<file path="src/rtl/core/vcc_pkg.sv">
package vcc_pkg;

  // Block configuration defaults
  localparam int CURVE_COUNT  = 15;
  localparam int SAMPLE_BITS  = 12;
  localparam int CURVE_LENGTH = 128;

  // Field widths
  localparam int SRC_W       = 12;
  localparam int TGT_W       = 7;
  localparam int ENTRY_W     = 7;
  localparam int CURVE_IDX_W = 4;
  localparam int FRAC_W      = 7;
  localparam int CFG_IDX_W   = 2;
  localparam int CFG_DATA_W  = 12;

  // Derived arithmetic widths
  localparam int DIV_STEPS = TGT_W + FRAC_W;           // quotient bits
  localparam int NUM_W     = SRC_W + TGT_W + FRAC_W;   // dividend bits
  localparam int PROD_W    = 2 * (ENTRY_W + 1);        // interpolation product
  localparam int ROW_W     = ENTRY_W - 1;              // row inside one bank
  localparam int BANK_ROWS = CURVE_LENGTH / 2;         // entries of one curve per bank

  // Register reset values
  localparam logic [SRC_W-1:0] SRC_MIN_RST = '0;
  localparam logic [SRC_W-1:0] SRC_MAX_RST = '1;
  localparam logic [TGT_W-1:0] TGT_MIN_RST = '0;
  localparam logic [TGT_W-1:0] TGT_MAX_RST = '1;

  typedef enum logic [1:0] {
    OP_CURVE  = 2'd0,
    OP_LINEAR = 2'd1,
    OP_WRITE  = 2'd2,
    OP_READ   = 2'd3
  } op_e;

  typedef enum logic [CFG_IDX_W-1:0] {
    CFG_SRC_MIN = 2'd0,
    CFG_SRC_MAX = 2'd1,
    CFG_TGT_MIN = 2'd2,
    CFG_TGT_MAX = 2'd3
  } cfg_reg_e;

  // One request as it travels down the pipeline
  typedef struct packed {
    op_e                       op;
    logic [CURVE_IDX_W-1:0]    curve;
    logic [ENTRY_W-1:0]        offset;
    logic [ENTRY_W-1:0]        data;
    logic                      bad;
    logic                      empty;
    logic [SRC_W-1:0]          delta;
    logic [SRC_W-1:0]          span;
    logic [TGT_W-1:0]          tmag;
    logic                      tneg;
    logic [SRC_W-1:0]          rem;
    logic [DIV_STEPS-1:0]      nlo;
    logic [DIV_STEPS-1:0]      quo;
    logic [DIV_STEPS-1:0]      pos;
    logic [ENTRY_W-1:0]        e0;
    logic signed [PROD_W-1:0]  prod;
  } pipe_t;

endpackage

</file>
<file path="src/rtl/core/vcc_ram.sv">
module vcc_ram #(
  parameter int Width = vcc_pkg::ENTRY_W,
  parameter int Depth = vcc_pkg::BANK_ROWS
) (
  input  logic                     clk_i,
  input  logic                     we_i,
  input  logic [$clog2(Depth)-1:0] waddr_i,
  input  logic [Width-1:0]         wdata_i,
  input  logic                     re_i,
  input  logic [$clog2(Depth)-1:0] raddr_i,
  output logic [Width-1:0]         rdata_o
);

  logic [Width-1:0] mem_q [Depth];
  logic [Width-1:0] rdata_q;

  // One write port, one registered read port
  always_ff @(posedge clk_i) begin
    if (we_i) begin
      mem_q[waddr_i] <= wdata_i;
    end
    if (re_i) begin
      rdata_q <= mem_q[raddr_i];
    end
  end

  assign rdata_o = rdata_q;

endmodule

</file>
<file path="config.mk">
export PLATFORM = sky130hd
export DESIGN_NAME = vcc_ram
export DESIGN_NICKNAME = d
export VERILOG_FILES = /design/src/rtl/core/vcc_pkg.sv /design/src/rtl/core/vcc_ram.sv
export SDC_FILE = /design/constraint.sdc
export NUM_CORES = 1
export LEC_CHECK = 0
export ABC_CLOCK_PERIOD_IN_PS = 2100
export BUFFER_PORTS_ARGS = -buffer_cell sky130_fd_sc_hd__clkbuf_2
export CAP_MARGIN = 20
export CORE_MARGIN = 3
export CORE_UTILIZATION = 56
export CTS_CLUSTER_SIZE = 14
export DETAILED_ROUTE_END_ITERATION = 7
export PLACE_DENSITY_LB_ADDON = 0.25
export SYNTH_ARGS = -nofsm -noshare
export SYNTH_HDL_FRONTEND = slang
export SYNTH_SLANG_ARGS = --single-unit
</file>
<file path="constraint.sdc">
create_clock -name clk_i -period 2.1 [get_ports clk_i]
set_clock_uncertainty 0.2 [all_clocks]
set_input_delay 0.42 -clock clk_i [delete_from_list [all_inputs] [get_ports clk_i]]
set_output_delay 0.42 -clock clk_i [all_outputs]
set_load 0.02 [all_outputs]
</file>
* Word-level counts from Yosys, hierarchy flattened
Memory sizes are Yosys's and may differ from the RTL's. A register that Yosys moved wholly into a read port is not among the register bits. Index checks and enable logic that the tools add are counted.
Word-level totals: output and inout port bits 7, memory bits (writable) 448, ROM bits 0, input port bits 22, logic and storage cells 3, bits in registers 0, latch bits 0, memories 1
Memory list:
- mem_q | words 64, width 7, rd ports 1, clocked after memory_dff 1, write ports 1, RTL line vcc_ram.sv:14 | logic [Width-1:0] mem_q [Depth];
Cells by class: divide/modulo/power cells 0, multiply operators 0, equal/unequal tests 0, $add $sub $neg 0, muxes and demuxes 2, order comparisons 0, reductions and logical operators 0, shift operators 0, bitwise gates (word level) 0
Operators with widths (count):
- 2-to-1 mux 1 bit | 2

* Longest topological paths before layout
Gate-level depths: netlist (run 1).
depth after elaboration 2, gate-level depth with buffers 7, depth with buffers taken out 4

* Least setup slack after synthesis (run 1)
OpenSTA, ideal clock, no wires.
path kind in2reg, start point in raddr_i[0], end point reg rdata_q[0] (netlist: rdata_o[0]), read port of mem_q (data pin), buffers on the path 2, path slack -0.160 ns, required time 1.644 ns, data arrival time 1.804 ns, cell stages on the path 6, setup time 0.256 ns, path through buf_6 buf_2 mux4_2 a22oi_1 a41oi_1 a41o_1
RTL lines:
- start: declaration | RTL line vcc_ram.sv:10 | input logic [$clog2(Depth)-1:0] raddr_i,
- end: declaration | RTL line vcc_ram.sv:15 | logic [Width-1:0] rdata_q;

==> flow_summary.toml, run 1 <==
[outcome]
outcome = "complete, no violations"

[place]
dp_slack_ns = -0.481
dp_cells = 1350
io_buffers = 28
gp_congestion = 0.870
placed_area_mm2 = 0.0193
place_hpwl_um = 25400

[detailed_routing]
drt-initial-drc-count = 1088
viasPerCell = 6.27
first_pass_iters = 5
vias = 8963
drc_errors = 0
wl_um = 39100
postRouteAntennaNets = 0
post_drt_wl_per_cell_um = 27.4

[power_and_ir_drop]
seq_power_share = 0.542
power_switching_mw = 3.84
leakage_nw = 6.80
switching_share = 0.206
p_comb_frac = 0.056
powerDensity_mw_per_mm2 = 900
peakVddDrop_uv = 753
power.internal_mw = 14.8
clock_power_share = 0.403

[setup_path]
critPathCaptureType = "flip-flop"
critPathKind = "reg2reg"
start_kind = "flip-flop"
worstPathRequired_ns = 2.20
startpoint = "mem_q[19][1]"
critical_path_arrival_ns = 2.14
r2r_start = "mem_q[19][1]"
crit_fanout = 1

[yosys]
avgSynthCellArea_um2 = 21.4
yosys-top-cells-area = "edfxtp_1 (77%), mux4_2 (14%), nor2_1 (1.6%), mux2i_1 (0.90%), o221ai_1 (0.45%)"
syn_nets = 849
yosysTopAreaCell = "edfxtp_1"
synth_edf_count = 455
synth_top_area_share = 0.772
synthCells = 827
ys_seq_elements = 455
ys_seq_area_frac = 0.772
yosysWarnings = 0
yosys-top-cells-count = "edfxtp_1 (455), mux4_2 (112), nor2_1 (76)"
synth_cell_types = 37
synth-main-ff-cell = "edfxtp_1"
yosysMostFrequentCell = "edfxtp_1"
async_flop_share = 0
synth.cell_area_mm2 = 0.0177

[final_layout]
layout.nets = 1023
fin_cells = 1429
antenna_cells = 0
drive_above_1_share = 0.340
syn2layout_area_growth_pct = 17.0
final_cell_area_mm2 = 0.0207

[die]
num_rows = 64
io_pins = 29
initial_core_util = 0.573
die_w_um = 184
die_area_mm2 = 0.0338
die_y_um = 184
core_area_mm2 = 0.0309

[global_route]
grt_first_pass_wirelength_um = 59000
grt_max_degree = 65
grt_remaining_overflow = 0
gr-usage-all-layers = 0.239
grt_pass1_vias = 9265
antenna_found_initial = 0

[sta]
period_share = 0.967
whs_ns = 0.0811
rsz0062_at_grt = "false"
hold_viol_final = 0
final_max_slew_viol_count = 0
slew_headroom = 0.518
final.min_clock_period_ns = 2.03
fmax_ghz = 0.492
fin_ws_ns = 0.0683
tightest_slew_ns = 0.723
tns_ns = 0
finalSetupViolations = 0

[cts]
cts_root_buffer = "clkbuf_16"
cts_max_path_buffers = 3
clkSlewWorstSetupHoldPaths_ns = 0.06
h-tree-depth = 2
cts-buffers-inserted = 45
clock_sinks = 455
clock_latency_ns = 0.56
cts_tree = "built"
cts_setup_buffers = 0

[run]
max_cap_viol_count = 0

[hold_path]
min-delay-start = "re_i"
min_path_type = "in2reg"
layer usage:
metal | up-vias | part of all wire | track usage
li1 | 3827 | - | -
met1 | 4627 | 0.40 | 0.349
met2 | 437 | 0.49 | 0.386
met3 | 72 | 0.080 | 0.0366
met4 | 0 | 0.028 | 0.0683
met5 | - | 0 | 0
registers in the layout, summed over array words and instances, names as in the netlist:
name / cells
rdata_o: 7
mem_q: 448
cell type report:
| cell class | count | area [um^2] |
|---|---|---|
| fill | 1900 | 10200 |
| clock buffer | 53 | 1160 |
| sequential | 455 | 13700 |
| tap | 396 | 495 |
| inverter | 2 | 7.51 |
| timing repair buffer | 172 | 1390 |
| clock inverter | 26 | 224 |
| multi-input combinational | 325 | 3780 |
layout by cell type (no fill, tap or decap), types with 3 or more instances in the layout:
master and instances:
nor2b_1 5, a211oi_1 4, buf_12 13, nand2b_1 6, bufinv_16 3, mux4_2 112
clkinv_2 7, o22ai_1 12, o221ai_1 9, mux2i_1 14, nand3b_1 4, nand3_1 9
clkinv_1 11, o21ai_0 3, nor3b_1 3, edfxtp_1 455, clkbuf_1 8, a22oi_1 8
and3b_1 3, o21ai_1 5, clkbuf_2 25, clkbuf_16 45, buf_4 132, nand2_1 8
a22o_1 3, a21oi_1 7, nor3_1 8, o31ai_1 8, nor2_1 75
metrics by stage:
step,utilization,power [mW]
floorplan,-,10.8
global placement,0.625,11.3
detailed placement,0.625,11.3
CTS,0.670,18.8
global route,0.670,19.2
finish,0.670,18.7
power groups by stage:
stage	Clock (mW)	Sequential (mW)	Combinational, mW
CTS	7.63	10.1	1.04
floorplan	0	10.3	0.540
global placement	0	10.3	1.01
finish	7.51	10.1	1.04
detailed placement	0	10.3	1.03
global route	8.02	10.1	1.10
path summary, 6_finish.rpt:
path / to / slack, ns / cells past startpoint
min reg2reg: rdata_o[0] / 0.79 / 4
min: rdata_o[3] / 0.08 / 1
max: rdata_o[1] / 0.07 / 4
max reg2reg: rdata_o[1] / 0.07 / 4
timing repair:
action	in CTS	in global routing
setup endpoints to repair	0	2
hold buffers	0	0
resized for setup	0	2
worst max-delay path, cell delays in order, from the launching register on:
cell and delay [ns]:
edfxtp_1 0.36, mux4_2 0.48, o22ai_1 0.29, o21ai_1 0.21, a22o_1 0.23
logic make-up (layout without fill, tap and decap cells):
group / count (synthesis) / in the layout / synth area share
AO/OA/AOI/OAI: 65 / 65 / 0.0261
buffers and inverters: 47 / 253 / 0.0153
flip-flops: 455 / 455 / 0.772
multiplexers: 130 / 130 / 0.153
AND/OR/NAND/NOR: 130 / 130 / 0.0342
No activity file was read; power rests on OpenSTA's default activity.
==> run 2: changes to the inputs <==
--- a/config.mk
+++ b/config.mk
@@ -6,7 +6,7 @@
 export NUM_CORES = 1
 export LEC_CHECK = 0
 export ABC_CLOCK_PERIOD_IN_PS = 2100
-export BUFFER_PORTS_ARGS = -buffer_cell sky130_fd_sc_hd__clkbuf_2
+export BUFFER_PORTS_ARGS = -buffer_cell sky130_fd_sc_hd__buf_4
 export CAP_MARGIN = 20
 export CORE_MARGIN = 3
 export CORE_UTILIZATION = 56
==> flow_summary.toml, run 2 (synthesized netlist as in run 1, its figures left out) <==
[cts]
cts_tree = "built"
cts-buffers-inserted = 45
cts_max_path_buffers = 3
cts_root_buffer = "clkbuf_16"
h-tree-depth = 2
clkSlewWorstSetupHoldPaths_ns = 0.06
clock_latency_ns = 0.54
cts_setup_buffers = 0
clock_sinks = 455

[die]
io_pins = 29
num_rows = 64
die_area_mm2 = 0.0338
die_y_um = 184
die_w_um = 184
core_area_mm2 = 0.0309
initial_core_util = 0.573

[final_layout]
largest_reg_flops = 448
utilization = 0.680
final_common_cell = "edfxtp_1"
layout.nets = 1031
final_cell_area_mm2 = 0.0210
syn2layout_area_growth_pct = 18.7
final_cell_mix = "edfxtp_1 (455), buf_4 (163), mux4_2 (112), nor2_1 (75), clkbuf_16 (47)"
fin_cells = 1441
drive_above_1_share = 0.351
regMostFlops = "mem_q"

[detailed_routing]
drc_errors = 0
vias = 9011
post_drt_wl_per_cell_um = 27.2
wl_um = 39100
drt-initial-drc-count = 964
viasPerCell = 6.25
first_pass_iters = 5
postRouteAntennaNets = 0

[sta]
final.min_clock_period_ns = 2.10
period_share = 0.999
hold_viol_final = 0
slew_headroom = 0.508
rsz0062_at_grt = "false"
final_max_slew_viol_count = 0
tightest_slew_ns = 0.739
finalSetupViolations = 0
whs_ns = 0.0873
fmax_ghz = 0.477

[setup_path]
r2r_end = "rdata_o[3]"
r2r_start = "mem_q[35][3]"
max_stage_delay_ns = 0.52
r2r_cells = 4
path_cells = "mux4_2, o22ai_1, a211oi_1, a22o_1"
critPathCaptureType = "flip-flop"
crit_slowest_cell = "mux4_2"
critPathKind = "reg2reg"
critical_path_arrival_ns = 2.19
startpoint = "mem_q[35][3]"
reg2reg_slack_ns = 0.001
crit_fanout = 1
start_kind = "flip-flop"
worstPathRequired_ns = 2.20

[hold_path]
whs_path_depth = 2
hold_end = "rdata_o[2]"
min-delay-start = "raddr_i[5]"
min_path_type = "in2reg"

[global_route]
antenna_found_initial = 1
grt_first_pass_wirelength_um = 59200
grt_remaining_overflow = 0
gr-usage-all-layers = 0.239
grt_pass1_vias = 9460
grt_max_degree = 65

[place]
gp_congestion = 0.844
placed_area_mm2 = 0.0195
dp_cells = 1357
io_buffers = 28
place_hpwl_um = 25600

[power_and_ir_drop]
switching_share = 0.200
total_power_mw = 19.4
leakage_nw = 6.93
clock_power_share = 0.422
powerDensity_mw_per_mm2 = 921
power.internal_mw = 15.5
p_comb_frac = 0.056
power_switching_mw = 3.87
peakVddDrop_uv = 787
seq_power_share = 0.522

[run]
max_cap_viol_count = 0

[outcome]
outcome = "complete, no violations"
run 2: layout make-up:
type                            instances  area (um^2)
Multi-Input combinational cell        325         3780
Tap cell                              396          495
Inverter                                2         7.51
Fill cell                            1955         9890
Timing Repair Buffer                  180         1550
Sequential cell                       455        13700
Clock inverter                         28          318
Antenna cell                            1         2.50
Clock buffer                           54         1200
run 2: metal layers:
layer  track usage  vias to the layer above  part of all wire
met2         0.372                      443              0.48
met1         0.341                     4652              0.39
met3        0.0592                       81             0.094
met4        0.0801                        0             0.034
met5             0                        -                 0
li1              -                     3835                 -
run 2: worst max-delay path: cells and delay by family, from the launching register on:
kind	cells	cell delay [ns]
flip-flops	1	0.37
multiplexers	1	0.52
AO/OA/AOI/OAI	3	0.77
run 2: how the worst max path moves through the flow:
| stage | endpoint | slack, ns | cells after the start |
|---|---|---|---|
| floorplan | rdata_o[0] | -0.09 | 7 |
| global placement | rdata_o[0] | -0.43 | 6 |
| detailed placement | rdata_o[5] | -0.47 | 7 |
| CTS | rdata_o[3] | 0.04 | 4 |
| global route | rdata_o[3] | 0.005 | 4 |
| finish | rdata_o[3] | 0.001 | 4 |
run 2: through the flow:
stage               worst slack, ns  setup TNS (ns)
finish                      0.00140               0
global route                0.00521               0
global placement             -0.432           -2.80
CTS                          0.0351               0
floorplan                   -0.0897           -4.17
detailed placement           -0.465           -3.00
run 2: power by group through the flow:
stage               registers (mW)  logic, mW  clock network, mW
detailed placement            10.3       1.08                  0
global route                  10.1       1.15               8.71
finish                        10.1       1.08               8.17
global placement              10.3       1.04                  0
CTS                           10.1       1.09               8.30
floorplan                     10.3      0.540                  0
run 2: timing repair:
item,in CTS,in global routing
hold buffers,1,0
gates resized for setup,0,2
setup endpoints to repair,0,2
endpoints found under the hold margin,7,0
==> run 3: changes to the inputs <==
--- a/config.mk
+++ b/config.mk
@@ -5,11 +5,11 @@
 export SDC_FILE = /design/constraint.sdc
 export NUM_CORES = 1
 export LEC_CHECK = 0
-export ABC_CLOCK_PERIOD_IN_PS = 2100
+export ABC_CLOCK_PERIOD_IN_PS = 2500
 export BUFFER_PORTS_ARGS = -buffer_cell sky130_fd_sc_hd__buf_4
 export CAP_MARGIN = 20
 export CORE_MARGIN = 3
-export CORE_UTILIZATION = 56
+export CORE_UTILIZATION = 50
 export CTS_CLUSTER_SIZE = 14
 export DETAILED_ROUTE_END_ITERATION = 7
 export PLACE_DENSITY_LB_ADDON = 0.25
==> constraint.sdc (replaced) <==
create_clock -name clk_i -period 2.5 [get_ports clk_i]
set_clock_uncertainty 0.2 [all_clocks]
set_input_delay 0.5 -clock clk_i [delete_from_list [all_inputs] [get_ports clk_i]]
set_output_delay 0.5 -clock clk_i [all_outputs]
set_load 0.02 [all_outputs]
==> flow_summary.toml, run 3 (synthesized netlist as in run 1, its figures left out) <==
[setup_path]
r2r_cells = 4
critPathKind = "in2reg"
r2r_start = "mem_q[53][0]"
start_kind = "primary input"
critPathCaptureType = "flip-flop"
worstPathRequired_ns = 2.61
critical_path_arrival_ns = 2.29
r2r_end = "rdata_o[0]"
reg2reg_slack_ns = 0.41
crit_fanout = 17

[cts]
clock_latency_ns = 0.55
cts-buffers-inserted = 46
clkSlewWorstSetupHoldPaths_ns = 0.06
cts_root_buffer = "clkbuf_16"
h-tree-depth = 2
cts_setup_buffers = 0
cts_tree = "built"
post_cts_resized = 0
clock_sinks = 455
cts_hold_buf = 0
cts_max_path_buffers = 3

[final_layout]
syn2layout_area_growth_pct = 17.1
final_cell_mix = "edfxtp_1 (455), buf_4 (152), mux4_2 (112), nor2_1 (76), clkbuf_16 (47)"
largest_reg_flops = 448
regMostFlops = "mem_q"
regArea_mm2 = 0.0137
layout.nets = 1014
final_common_cell = "edfxtp_1"
multi_input_area_mm2 = 0.00377
fillCellCount = 2503
drive_above_1_share = 0.327
utilization = 0.597

[hold_path]
hold_end = "rdata_o[1]"
whs_path_depth = 1
min-delay-start = "re_i"
min_path_type = "in2reg"

[power_and_ir_drop]
powerDensity_mw_per_mm2 = 759
total_power_mw = 15.7
peakVddDrop_uv = 423
leakage_nw = 6.76

[global_route]
grt_max_degree = 65
grt-busiest-layer = "met2"
grt_remaining_overflow = 0
met3_usage = 0.0348
antenna_found_initial = 2
grt_pass1_vias = 9160
met1_usage = 0.305
gr-usage-all-layers = 0.211
grt_first_pass_wirelength_um = 59000
gr-usage-met2 = 0.339

[die]
num_rows = 68
die_area_mm2 = 0.0377
initial_core_util = 0.510
die_w_um = 194
core_area_mm2 = 0.0347
io_pins = 29
die_y_um = 194

[detailed_routing]
post_drt_wl_per_cell_um = 26.6
first_pass_iters = 5
postRouteAntennaNets = 0
drc_errors = 0
wl_um = 39300
drt-initial-drc-count = 795
viasPerCell = 5.98
vias = 8849

[place]
io_buffers = 28
gp_congestion = 0.799
place_hpwl_um = 25200

[sta]
slew_headroom = 0.498
fmax_ghz = 0.459
period_share = 0.871
final.min_clock_period_ns = 2.18
final_max_slew_viol_count = 0
hold_viol_final = 0
rsz0062_at_grt = "false"
tightest_slew_ns = 0.753
finalSetupViolations = 0

[outcome]
outcome = "complete, no violations"

[run]
max_cap_viol_count = 0
==> run 3: changes by cell type in the layout (fill, tap and decap cells not counted), sizes merged <==
cell | previous run | this run
buf | 179 | 162
bufinv | 7 | 3
clkbuf | 54 | 58
clkinv | 17 | 16
clkinvlp | 3 | 0
diode | 1 | 2
dlygate4sd3 | 1 | 0
inv | 3 | 4
==> run 3: how the worst max path moves through the flow <==
stage | startpoint | end | slack, ns | depth (start not counted)
floorplan | raddr_i[0] | rdata_o[0] | 0.16 | 6
global placement | raddr_i[0] | rdata_o[0] | -0.18 | 7
detailed placement | raddr_i[0] | rdata_o[0] | -0.18 | 7
CTS | raddr_i[0] | rdata_o[0] | 0.41 | 7
global route | raddr_i[0] | rdata_o[0] | 0.28 | 7
finish | raddr_i[0] | rdata_o[0] | 0.32 | 7
==> run 3: layout make-up <==
type	count	area share
diodes	2	0.000241
clock buffers	58	0.0587
clock inverters	21	0.00839
inverters	2	0.000362
multi-input cells	325	0.182
flip-flops and latches	455	0.659
well taps	455	0.0274
repair buffers	162	0.0642
==> run 3: worst max-delay path, stage by stage <==
cell,delay (ns)
buf_6,0.12
buf_12,0.18
buf_4,0.16
mux4_2,0.49
a22oi_1,0.32
a41oi_1,0.25
a41o_1,0.26
==> run 3: metrics by stage <==
step                instance area (um^2)  std cells  hold slack [ns]  setup slack (ns)  setup TNS [ns]
floorplan                          17700        827            0.399             0.160               0
global placement                   19300       1399            0.618            -0.175          -0.429
detailed placement                 19300       1399            0.624            -0.183          -0.535
CTS                                20700       1478           0.0260             0.410               0
global route                       20700       1480           0.0413             0.281               0
finish                             20700       1480           0.0488             0.322               0
==> run 3: power breakdown <==
group | switching (mW) | internal [mW] | total, mW
Combinational | 0.503 | 0.365 | 0.869
Clock | 2.66 | 3.73 | 6.39
Sequential | 0.0213 | 8.46 | 8.48
==> run 3: metal layers <==
metal | up-vias | wire, um
met5 | - | 0
met4 | 0 | 928
met3 | 66 | 2650
met2 | 323 | 19400
met1 | 4649 | 16300
li1 | 3811 | -
